### config.mk
export PLATFORM = sky130hd
export DESIGN_NAME = reload_timer_with_cycle_prescaler_flat
export DESIGN_NICKNAME = d
export VERILOG_FILES = /design/src/rtl/rltmr_pkg.sv /design/src/rtl/rltmr_if.sv /design/src/rtl/rltmr_ctrl.sv /design/src/rtl/rltmr_dp.sv /design/src/rtl/reload_timer_with_cycle_prescaler.sv /design/src/flat_wrapper.sv
export SDC_FILE = /design/constraint.sdc
export NUM_CORES = 1
export LEC_CHECK = 0
export ABC_CLOCK_PERIOD_IN_PS = 4100
export BUFFER_PORTS_ARGS = -buffer_cell sky130_fd_sc_hd__buf_2
export CELL_PAD_IN_SITES_DETAIL_PLACEMENT = 1
export CELL_PAD_IN_SITES_GLOBAL_PLACEMENT = 2
export CORE_MARGIN = 8
export CORE_UTILIZATION = 30
export CTS_CLUSTER_SIZE = 30
export DETAILED_ROUTE_END_ITERATION = 10
export PLACE_DENSITY = 0.66
export SYNTH_ARGS = -nofsm -noshare
export SYNTH_HDL_FRONTEND = slang
export SYNTH_HIERARCHICAL = 1
export SYNTH_SLANG_ARGS = --single-unit
### constraint.sdc
create_clock -name clk_i -period 4.1 [get_ports clk_i]
set_input_delay 0.41 -clock clk_i [delete_from_list [all_inputs] [get_ports clk_i]]
set_output_delay 0.41 -clock clk_i [all_outputs]
set_load 0.05 [all_outputs]
### src/rtl/rltmr_pkg.sv
// Shared types and constants of the reload timer with cycle prescaler.
// Used by the channel interfaces, the controller, the datapath and the top level.
// Has no dependencies.
package rltmr_pkg;

  // Width of the tick counter; any value from 8 to 32 works.
  localparam int unsigned CounterWidth = 32;

  localparam int unsigned CyclesWidth  = 8;
  localparam int unsigned IrqWidth     = 8;
  localparam int unsigned ValueWidth   = 32;
  localparam int unsigned FracWidth    = 3;
  localparam int unsigned TicksWidth   = 8;
  localparam int unsigned CfgIdxWidth  = 2;
  localparam int unsigned CfgDataWidth = 32;

  // Leftover cycle masks for the two divider modes.
  localparam logic [FracWidth-1:0] FracMaskDiv2 = 3'h1;
  localparam logic [FracWidth-1:0] FracMaskDiv4 = 3'h3;

  typedef enum logic [CfgIdxWidth-1:0] {
    CfgDividerOff   = 2'd0,
    CfgReloadOnZero = 2'd1,
    CfgIrqEnable    = 2'd2,
    CfgReloadValue  = 2'd3
  } cfg_idx_e;

  typedef enum logic {
    StIdle,
    StRun
  } state_e;

  typedef struct packed {
    logic load;
    logic step;
    logic emit;
  } dp_cmd_t;

  typedef struct packed {
    logic ticks_zero;
  } dp_sts_t;

endpackage

### src/rtl/rltmr_if.sv
// Valid/ready channel interfaces of the reload timer: instruction cycles in,
// interrupt count and counter value out. Depends on rltmr_pkg.
interface rltmr_in_if;
  logic                                valid;
  logic                                ready;
  logic [rltmr_pkg::CyclesWidth-1:0]   cpu_cycles;

  modport source (output valid, output cpu_cycles, input ready);
  modport sink   (input valid, input cpu_cycles, output ready);
endinterface

interface rltmr_out_if;
  logic                                valid;
  logic                                ready;
  logic [rltmr_pkg::IrqWidth-1:0]      irq_count;
  logic [rltmr_pkg::ValueWidth-1:0]    counter_value;

  modport source (output valid, output irq_count, output counter_value, input ready);
  modport sink   (input valid, input irq_count, input counter_value, output ready);
endinterface

### src/rtl/rltmr_ctrl.sv
// Controller of the reload timer: sequences load, tick steps and result transfer.
// Drives the datapath through rltmr_pkg::dp_cmd_t. Depends on rltmr_pkg.
module rltmr_ctrl (
  input  logic                clk_i,
  input  logic                rst_ni,
  input  logic                in_valid_i,
  output logic                in_ready_o,
  output logic                out_valid_o,
  input  logic                out_ready_i,
  input  rltmr_pkg::dp_sts_t  sts_i,
  output rltmr_pkg::dp_cmd_t  cmd_o
);

  rltmr_pkg::state_e state_q, state_d;
  logic              out_valid_q, out_valid_d;

  always_ff @(posedge clk_i or negedge rst_ni) begin
    if (!rst_ni) begin
      state_q     <= rltmr_pkg::StIdle;
      out_valid_q <= 1'b0;
    end else begin
      state_q     <= state_d;
      out_valid_q <= out_valid_d;
    end
  end

  always_comb begin
    state_d     = state_q;
    out_valid_d = out_valid_q && !out_ready_i;
    cmd_o       = '0;
    unique case (state_q)
      rltmr_pkg::StIdle: begin
        if (in_valid_i) begin
          cmd_o.load = 1'b1;
          state_d    = rltmr_pkg::StRun;
        end
      end
      rltmr_pkg::StRun: begin
        if (!sts_i.ticks_zero) begin
          cmd_o.step = 1'b1;
        end else if (!out_valid_q || out_ready_i) begin
          // The output register is free or is emptied by a transfer this cycle.
          cmd_o.emit  = 1'b1;
          out_valid_d = 1'b1;
          state_d     = rltmr_pkg::StIdle;
        end
      end
      default: state_d = rltmr_pkg::StIdle;
    endcase
  end

  assign in_ready_o  = (state_q == rltmr_pkg::StIdle);
  assign out_valid_o = out_valid_q;

`ifndef NO_ASSERTIONS
  a_accept_starts_run: assert property (@(posedge clk_i) disable iff (!rst_ni)
    (in_valid_i && in_ready_o) |=> (state_q == rltmr_pkg::StRun))
    else $error("accepted item did not start a run");

  a_emit_after_ticks: assert property (@(posedge clk_i) disable iff (!rst_ni)
    cmd_o.emit |-> sts_i.ticks_zero)
    else $error("result emitted with ticks outstanding");

  a_no_overwrite: assert property (@(posedge clk_i) disable iff (!rst_ni)
    cmd_o.emit |-> (!out_valid_q || out_ready_i))
    else $error("pending result overwritten");

  a_step_needs_ticks: assert property (@(posedge clk_i) disable iff (!rst_ni)
    cmd_o.step |-> !sts_i.ticks_zero)
    else $error("tick step with no ticks left");
`endif

endmodule

### src/rtl/rltmr_dp.sv
// Datapath of the reload timer: configuration registers, prescaler fraction,
// tick counter, per-item tick and interrupt counts, result register.
// Depends on rltmr_pkg.
module rltmr_dp (
  input  logic                                  clk_i,
  input  logic                                  rst_ni,
  input  logic                                  cfg_we_i,
  input  logic [rltmr_pkg::CfgIdxWidth-1:0]     cfg_idx_i,
  input  logic [rltmr_pkg::CfgDataWidth-1:0]    cfg_data_i,
  input  logic [rltmr_pkg::CyclesWidth-1:0]     cpu_cycles_i,
  input  rltmr_pkg::dp_cmd_t                    cmd_i,
  output rltmr_pkg::dp_sts_t                    sts_o,
  output logic [rltmr_pkg::IrqWidth-1:0]        irq_count_o,
  output logic [rltmr_pkg::ValueWidth-1:0]      counter_value_o
);

  logic                                  divider_off_q;
  logic                                  reload_on_zero_q;
  logic                                  irq_enable_q;
  logic [rltmr_pkg::ValueWidth-1:0]      reload_value_q;

  logic [rltmr_pkg::CounterWidth-1:0]    cnt_q, cnt_d;
  logic [rltmr_pkg::FracWidth-1:0]       frac_q, frac_d;
  logic [rltmr_pkg::TicksWidth-1:0]      ticks_q, ticks_d;
  logic [rltmr_pkg::IrqWidth-1:0]        irq_q, irq_d;
  logic [rltmr_pkg::IrqWidth-1:0]        irq_count_q;
  logic [rltmr_pkg::ValueWidth-1:0]      counter_value_q;

  logic [rltmr_pkg::FracWidth-1:0]       frac_mask;
  logic [rltmr_pkg::FracWidth-1:0]       frac_sum;
  logic [rltmr_pkg::FracWidth-1:0]       frac_limit;
  logic [rltmr_pkg::TicksWidth-1:0]      base_ticks;
  logic [rltmr_pkg::CounterWidth-1:0]    cnt_dec;

  // Configuration registers.
  always_ff @(posedge clk_i or negedge rst_ni) begin
    if (!rst_ni) begin
      divider_off_q    <= 1'b0;
      reload_on_zero_q <= 1'b0;
      irq_enable_q     <= 1'b0;
      reload_value_q   <= '0;
    end else if (cfg_we_i) begin
      unique case (rltmr_pkg::cfg_idx_e'(cfg_idx_i))
        rltmr_pkg::CfgDividerOff:   divider_off_q    <= cfg_data_i[0];
        rltmr_pkg::CfgReloadOnZero: reload_on_zero_q <= cfg_data_i[0];
        rltmr_pkg::CfgIrqEnable:    irq_enable_q     <= cfg_data_i[0];
        rltmr_pkg::CfgReloadValue:  reload_value_q   <= cfg_data_i;
        default: ;
      endcase
    end
  end

  // Prescaler: whole ticks from the shift, plus one when the carried fraction
  // reaches a full tick. Only one tick is taken from the fraction per item.
  always_comb begin
    frac_mask  = divider_off_q ? rltmr_pkg::FracMaskDiv4 : rltmr_pkg::FracMaskDiv2;
    frac_limit = divider_off_q ? 3'd4 : 3'd2;
    frac_sum   = frac_q + (cpu_cycles_i[rltmr_pkg::FracWidth-1:0] & frac_mask);
    base_ticks = divider_off_q ? (cpu_cycles_i >> 2) : (cpu_cycles_i >> 1);
  end

  assign cnt_dec = cnt_q - 1'b1;

  always_comb begin
    cnt_d   = cnt_q;
    frac_d  = frac_q;
    ticks_d = ticks_q;
    irq_d   = irq_q;
    if (cmd_i.load) begin
      irq_d = '0;
      if (frac_sum >= frac_limit) begin
        frac_d  = frac_sum - frac_limit;
        ticks_d = base_ticks + 1'b1;
      end else begin
        frac_d  = frac_sum;
        ticks_d = base_ticks;
      end
    end else if (cmd_i.step) begin
      ticks_d = ticks_q - 1'b1;
      cnt_d   = cnt_dec;
      if (cnt_dec == '0) begin
        if (reload_on_zero_q) begin
          cnt_d = reload_value_q[rltmr_pkg::CounterWidth-1:0];
        end
        if (irq_enable_q) begin
          irq_d = irq_q + 1'b1;
        end
      end
    end
  end

  always_ff @(posedge clk_i or negedge rst_ni) begin
    if (!rst_ni) begin
      cnt_q   <= '0;
      frac_q  <= '0;
      ticks_q <= '0;
      irq_q   <= '0;
    end else begin
      cnt_q   <= cnt_d;
      frac_q  <= frac_d;
      ticks_q <= ticks_d;
      irq_q   <= irq_d;
    end
  end

  // Result register; holds its contents until the next item is finished.
  always_ff @(posedge clk_i) begin
    if (cmd_i.emit) begin
      irq_count_q     <= irq_q;
      counter_value_q <= rltmr_pkg::ValueWidth'(cnt_q);
    end
  end

  assign sts_o.ticks_zero = (ticks_q == '0);
  assign irq_count_o      = irq_count_q;
  assign counter_value_o  = counter_value_q;

`ifndef NO_ASSERTIONS
  a_frac_bounded: assert property (@(posedge clk_i) disable iff (!rst_ni)
    frac_q <= 3'd6)
    else $error("cycle fraction out of range");

  a_irq_bounded: assert property (@(posedge clk_i) disable iff (!rst_ni)
    (irq_q <= ticks_q + irq_q) && (irq_q <= 8'd128))
    else $error("interrupt count out of range");

  a_step_counts_down: assert property (@(posedge clk_i) disable iff (!rst_ni)
    cmd_i.step |=> (ticks_q == $past(ticks_q) - 1'b1))
    else $error("tick count did not decrement");
`endif

endmodule

### src/rtl/reload_timer_with_cycle_prescaler.sv
// Top level of the reload timer with cycle prescaler.
// Joins rltmr_ctrl and rltmr_dp; channels use rltmr_in_if and rltmr_out_if.
// Depends on rltmr_pkg, rltmr_if, rltmr_ctrl and rltmr_dp.
//
//   Port    Dir  Payload                          Meaning
//   in_i    in   cpu_cycles[7:0]                  cycles of one instruction
//   out_o   out  irq_count[7:0], counter_value    interrupts and counter after it
//   cfg_*   in   cfg_idx_i[1:0], cfg_data_i[31:0] register write, no read-back
//
// An item is loaded, then the counter is decremented once per tick, and then
// the result is moved into the output register, once that register is free.
// Ticks are up to 128 per item.
// A new item is taken while a result still waits in the output register.
// Reset clears the configuration registers, the counter and the cycle fraction.
module reload_timer_with_cycle_prescaler (
  input  logic                                clk_i,
  input  logic                                rst_ni,
  rltmr_in_if.sink                            in_i,
  rltmr_out_if.source                         out_o,
  input  logic                                cfg_we_i,
  input  logic [rltmr_pkg::CfgIdxWidth-1:0]   cfg_idx_i,
  input  logic [rltmr_pkg::CfgDataWidth-1:0]  cfg_data_i
);

  rltmr_pkg::dp_cmd_t cmd;
  rltmr_pkg::dp_sts_t sts;

  rltmr_ctrl u_ctrl (
    .clk_i       (clk_i),
    .rst_ni      (rst_ni),
    .in_valid_i  (in_i.valid),
    .in_ready_o  (in_i.ready),
    .out_valid_o (out_o.valid),
    .out_ready_i (out_o.ready),
    .sts_i       (sts),
    .cmd_o       (cmd)
  );

  rltmr_dp u_dp (
    .clk_i           (clk_i),
    .rst_ni          (rst_ni),
    .cfg_we_i        (cfg_we_i),
    .cfg_idx_i       (cfg_idx_i),
    .cfg_data_i      (cfg_data_i),
    .cpu_cycles_i    (in_i.cpu_cycles),
    .cmd_i           (cmd),
    .sts_o           (sts),
    .irq_count_o     (out_o.irq_count),
    .counter_value_o (out_o.counter_value)
  );

endmodule
### src/flat_wrapper.sv
// flat-port wrapper written by rule: the top's interface ports become plain ports
module reload_timer_with_cycle_prescaler_flat 
  (clk_i, rst_ni, cfg_we_i, cfg_idx_i, cfg_data_i, in_i_valid, in_i_cpu_cycles, in_i_ready, out_o_valid, out_o_irq_count, out_o_counter_value, out_o_ready);
  rltmr_in_if in_i_i ();
  rltmr_out_if out_o_i ();
  input  logic clk_i;
  input  logic rst_ni;
  input  logic cfg_we_i;
  input  logic [rltmr_pkg::CfgIdxWidth-1:0] cfg_idx_i;
  input  logic [rltmr_pkg::CfgDataWidth-1:0] cfg_data_i;
  input wire logic [$bits(in_i_i.valid)-1:0] in_i_valid;
  input wire logic [$bits(in_i_i.cpu_cycles)-1:0] in_i_cpu_cycles;
  output wire logic [$bits(in_i_i.ready)-1:0] in_i_ready;
  output wire logic [$bits(out_o_i.valid)-1:0] out_o_valid;
  output wire logic [$bits(out_o_i.irq_count)-1:0] out_o_irq_count;
  output wire logic [$bits(out_o_i.counter_value)-1:0] out_o_counter_value;
  input wire logic [$bits(out_o_i.ready)-1:0] out_o_ready;
  assign in_i_i.valid = in_i_valid;
  assign in_i_i.cpu_cycles = in_i_cpu_cycles;
  assign in_i_ready = in_i_i.ready;
  assign out_o_valid = out_o_i.valid;
  assign out_o_irq_count = out_o_i.irq_count;
  assign out_o_counter_value = out_o_i.counter_value;
  assign out_o_i.ready = out_o_ready;
  reload_timer_with_cycle_prescaler u_core (.clk_i(clk_i), .rst_ni(rst_ni), .in_i(in_i_i), .out_o(out_o_i), .cfg_we_i(cfg_we_i), .cfg_idx_i(cfg_idx_i), .cfg_data_i(cfg_data_i));
endmodule
[Word level (Yosys, flattened, before mapping)]
Cells that the tools add are included.
Operators by class
  reduce and logical (&&, ||, !) cells: 16
  muxes and demuxes: 25
  $add $sub $neg: 6
  equality and inequality tests: 3
  order comparisons: 1
  bitwise operators: 3
Operators with widths (number)
  $mux W32: 2
  $mux W8: 7
  $logic_not A32 Y1: 1
  $sub A32 B1 Y32 const B: 1
  $mux W1: 10
  $reduce_and A2 Y1: 5
  $add A7 B1 Y8 const B: 1
  $add A8 B1 Y8 const B: 1
  $logic_not A8 Y1: 1
  $sub A8 B1 Y8 const B: 1
  $mux W7: 1
  $mux W3: 2
  $reduce_bool A2 Y1: 3
  $eq A2 B2 Y1 const B: 2
  $mux W2: 2
  $add A3 B3 Y3: 1
  $and A3 B2 Y3: 1
  $ge A3 B3 Y1: 1
  $reduce_and A3 Y1: 1
  $sub A3 B3 Y3: 1
  $eq A2 B1 Y1 const B: 1
  $logic_not A1 Y1: 2
  $logic_not A2 Y1: 1
  $not A1 Y1: 2
  other kinds (3): 3
Storage, ports and cells
  flip-flop bits (word level): 128
  input port bits: 47
  logic and storage cells: 66
  output and inout port bits: 42

[Longest topological paths before layout]
  word-level depth: 7
  gate-level depth with buffers: 14
  depth with buffers taken out: 12

[Hierarchy]
Netlist, hierarchy kept.
Modules (own cells, without submodules)
  rltmr_dp: seq. area each 3353.2 um^2, cells an instance 559, times used 1, area an instance 6189.7 um^2
  rltmr_ctrl: seq. area each 50.0 um^2, cells an instance 11, times used 1, area an instance 103.8 um^2

[Worst setup path after synthesis]
No wires, ideal clock.
  path kind: flip-flop to flip-flop
  start point: reg u_core/u_dp/ticks_q[3] (netlist bit)
  end point: reg u_core.u_dp.counter_value_q, in the netlist u_core/u_dp/counter_value_o[0], enable pin
  setup time: 442 ps
  path buffers: 0
  clock period less this slack: 3853 ps
  data required time: 3658 ps
  stages on the path, launching flop included: 6
  arrival time: 3411 ps
  slack: 247 ps
  cell sequence: dfrtp_1 > or4_1 > or2_2 > nor3b_1 > nand2_1 > nor2b_1
RTL lines
  start: declaration: RTL line rltmr_dp.sv:24  | logic [rltmr_pkg::TicksWidth-1:0] ticks_q, ticks_d;
  start signal: assignment: RTL line rltmr_dp.sv:101  | ticks_q <= ticks_d;
  end signal: assignment: RTL line rltmr_dp.sv:110  | counter_value_q <= rltmr_pkg::ValueWidth'(cnt_q);
  end: declaration: RTL line rltmr_dp.sv:27  | logic [rltmr_pkg::ValueWidth-1:0] counter_value_q;

[Worst setup path after layout]
  start point: reg u_core/u_dp/cnt_q[0] (netlist bit)
  end point: reg u_core/u_dp/irq_q[7] (netlist bit)
Between the ends
  longest elaborated chain between the ends: 4
Ends and longest elaborated chain
  start: declaration: RTL line rltmr_dp.sv:22  | logic [rltmr_pkg::CounterWidth-1:0] cnt_q, cnt_d;
  start signal: assignment: RTL line rltmr_dp.sv:99  | cnt_q <= cnt_d;
  $sub A32 B1 Y32: RTL line rltmr_dp.sv:62  | assign cnt_dec = cnt_q - 1'b1;
  $logic_not A32 Y1: RTL line rltmr_dp.sv:81  | if (cnt_dec == '0) begin
  $reduce_bool A2 Y1 (no line)
  $reduce_and A3 Y1 (no line)
  end signal: assignment: RTL line rltmr_dp.sv:102  | irq_q <= irq_d;
  end: declaration: RTL line rltmr_dp.sv:25  | logic [rltmr_pkg::IrqWidth-1:0] irq_q, irq_d;
No other way between the ends.
A chain may end at the register's enable or synchronous reset.

==> summary.md <==
| Metric | Value |
|---|---|
| Worst Skew | `0.009451 ns` |
| Initial antenna violation count | `0` |
| # fillers | `2,362` |
| R2r startpoint | `u_core/u_dp/cnt_q[0]$_DFFE_PN0P_` |
| Clock slew seen by the registers of the worst setup and hold paths | `about 0.05 ns` |
| Worst Setup Path Type | `reg -> reg` |
| Synth Instances | `570` |
| Fmax | `266.4 MHz` |
| Fin cells | `946` |
| Post-synth top area cell | `dfrtp_1` |
| Post-synth top flop | `dfrtp_1` |
| Layout cell share with drive strength beyond 1 | `26.97%` |
| Worst-path fanout max | `14` |
| Worst path arrival time | `between 4 and 5 ns` |
| Post-synth EDFFs | `40` |
| Type of destination of the critical path | `flip-flop` |
| Core Area | `20,820 um2` |
| Syn Area/Cell | `11.04 um2` |
| CTS buffer count | `17` |
| Htree depth | `4` |
| Post-CTS Hold Buffers | `0` |
| Detailed-route via count | `4,746` |
| Total wire length | `17.21 mm` |
| Die area | `25,870 um2` |
| CP Launch Type | `flip-flop` |
| TritonRoute pass-1 iters | `5` |
| Hold Slack | `0.1295 ns` |
| Most common cell after layout, fill and taps aside | `dfrtp_1` |
| Wire per inst | `about 18 um` |
| Mapped cell area | `6294 um2` |
| Cell area power density | `650.9 nW/um2` |
| Final nets | `approximately 700` |
| Clock root cell | `clkbuf_16` |
| Largest cells by area after synthesis | `dfrtp_1 35%, edfxtp_1 19%, mux2_2 6.4%` |
| Most frequent cells in the layout | `88 x dfrtp_1, 87 x buf_2, 52 x nor2_1, 40 x edfxtp_1, 36 x mux2_2` |
| IO Pins | `89` |
| Max_cap viols | `0` |
| TritonCTS Sinks | `128` |
| Die height | `~160 um` |
| Post-CTS Setup Bufs | `0` |
| Clock period minus worst slack | `3.754 ns` |
| TritonCTS clock tree | `yes` |
| Share of the synthesized area in the top cell type | `34.99%` |
| Die X | `160.8 um` |
| GR Util All Layers | `13.68%` |
| Vias per cell | `5.017` |
| Layout area overhead | `21.15%` |
| Slew Viols, Final | `0` |
| Largest net degree at the start of global routing | `69` |
| Outcome | `completed` |
| RePlAce Congestion | `0.8588` |
| I/O Buffers | `88` |
| #FFs+latches synth | `128` |
| Yosys warns | `6` |
| DRT antenna net count | `0` |
| GRT Residual Overflow | `0` |
| Worst vdd ir | `0.2205 mV` |
| Vias in the first global route | `5,156` |
| Worst-case clock buffer depth | `2` |
| Initial Util | `30.22%` |
| Worst slew margin | `38.62%` |
| Hold Crit Class | `in -> async` |
| Reg2reg setup slack | `roughly 0.35 ns` |
| Yosys cell types | `64` |
| Reg2Reg Depth | `10` |
| Dpl hpwl | `roughly 13 mm` |
| CP Capture Point | `u_core/u_dp/irq_q[7]$_DFFE_PN0P_` |
| Setup violations, final | `0` |
| Leakage | `3.191 nW` |
| Register area share after synthesis | `54.08%` |
| Fin crit share | `91.56%` |
| Post-route worst setup slack | `about 0.35 ns` |
| Std-Cell Rows | `53` |
| Worst Setup SP | `u_core/u_dp/cnt_q[0]$_DFFE_PN0P_` |
| Syn Nets | `628` |
| Endpoints failing hold | `0` |
| R2R Path End | `u_core/u_dp/irq_q[7]$_DFFE_PN0P_` |
| Setup TNS | `0 ns` |
| Dpl ws | `0.4218 ns` |
| Async set or reset register ratio after synthesis | `68.75%` |
| Drt drc | `0` |
| Resized cells post-CTS | `0` |
| Slew @ Worst Pin | `0.9207 ns` |
| N_diodes | `0` |
| Unrepaired setup endpoints after global routing | `no` |
| Placed Cells | `between 900 and 1k` |
| Initial DRC Count | `235` |
| Worst skew pair latency | `0.41 ns` |
| First-pass GRT wire length | `28.28 mm` |
| WP data required | `between 4 and 5 ns` |
## area by class of cell
class	instances	area, um2	area share (%)
clock buffer	20	456.7	5.990
clock inverter	11	140.1	1.838
inverter	15	56.30	0.7384
multi-input combinational	399	2694	35.33
sequential	128	3403	44.63
tap	275	344.1	4.513
timing repair buffer	98	530.5	6.958
## layer usage
layer	vias up	wire length [um]	track usage [%]
met5	-	0	0
met1	2356	8169	18.01
met4	0	174	4.167
met3	13	760	3.225
li1	2297	-	-
met2	80	8107	21.91
## state kept, by name (all words and copies together), names as in the netlist
signal,count
u_core/u_dp/irq_count_o,8
u_core/u_ctrl/out_valid_o,1
u_core/u_dp/cnt_q,32
u_core/u_dp/irq_q,8
u_core/u_dp/ticks_q,8
u_core/u_dp/divider_off_q,1
u_core/u_dp/reload_value_q,32
u_core/u_dp/counter_value_o,32
u_core/u_ctrl/state_q,1
u_core/u_dp/frac_q,3
u_core/u_dp/reload_on_zero_q,1
u_core/u_dp/irq_enable_q,1
## worst min-delay path by stage
stage                                          startpoint                                          to  slack [ns]  cells past startpoint
6_report                                           rst_ni  u_core/u_dp/reload_value_q[29]$_DFFE_PN0P_        0.13                      1
3_5_place_dp   u_core/u_dp/reload_value_q[28]$_DFFE_PN0P_           u_core/u_dp/cnt_q[28]$_DFFE_PN0P_        0.48                      1
2_1_floorplan                                      rst_ni         u_core/u_ctrl/out_valid_o$_DFF_PN0_        0.11                      0
5_1_grt                                            rst_ni  u_core/u_dp/reload_value_q[29]$_DFFE_PN0P_        0.21                      1
3_3_place_gp   u_core/u_dp/reload_value_q[26]$_DFFE_PN0P_           u_core/u_dp/cnt_q[26]$_DFFE_PN0P_        0.46                      1
4_1_cts                                            rst_ni  u_core/u_dp/reload_value_q[29]$_DFFE_PN0P_        0.17                      1
## where the power goes
group          switching (mW)  internal, mW
sequential              0.382          1.64
combinational           0.858         0.557
clock                   0.545         0.979
total                    1.79          3.18
## critical path: stages (launching register included)
cell and delay, ns:
dfrtp_1 0.44, inv_1 0.11, ha_1 0.25, nor3b_2 0.60, nand2_1 0.27, a211oi_1 0.33, nand4b_1 0.15, nor4_2 0.35
nand4_2 0.39, or4_1 0.60, a21oi_1 0.17
## cells by family (layout without fill, tap and decap cells)
logic type	Yosys count	count (layout)	share of synthesized area [%]
AO/OA/AOI/OAI	117	117	12.11
XOR/XNOR	19	19	2.644
adder cells (fa/ha/maj)	11	11	2.426
buffers and inverters	43	144	3.280
flip-flops	128	128	54.08
multiplexers	41	41	7.237
AND/OR/NAND/NOR	211	211	18.23
## synthesized netlist by cell type (6+ instances only)
cell type / count
inv_1: 15
o21ai_0: 23
clkbuf_1: 14
or3_1: 11
a21o_1: 6
nand4_1: 10
nand3_1: 26
edfxtp_1: 40
buf_2: 6
dfrtp_1: 88
nor4_1: 9
nand2_1: 35
nor3_1: 21
a21oi_1: 29
xor2_1: 10
ha_1: 9
or4_1: 7
o21ai_1: 6
mux2_2: 36
o31ai_1: 8
nor2_1: 52
xnor2_1: 9
a211oi_1: 19
## metrics by stage
| stage | utilization (%) | total power [mW] | cell area (um2) |
|---|---|---|---|
| detailed placement | 33.75 | 3.472 | 7028 |
| CTS | 36.62 | 5.029 | 7625 |
| finish | 36.62 | 4.963 | 7625 |
| floorplan | - | 3.019 | 6294 |
| global route | 36.62 | 5.310 | 7625 |
| global placement | 33.75 | 3.409 | 7028 |
Power figures use the tool's default switching activity.
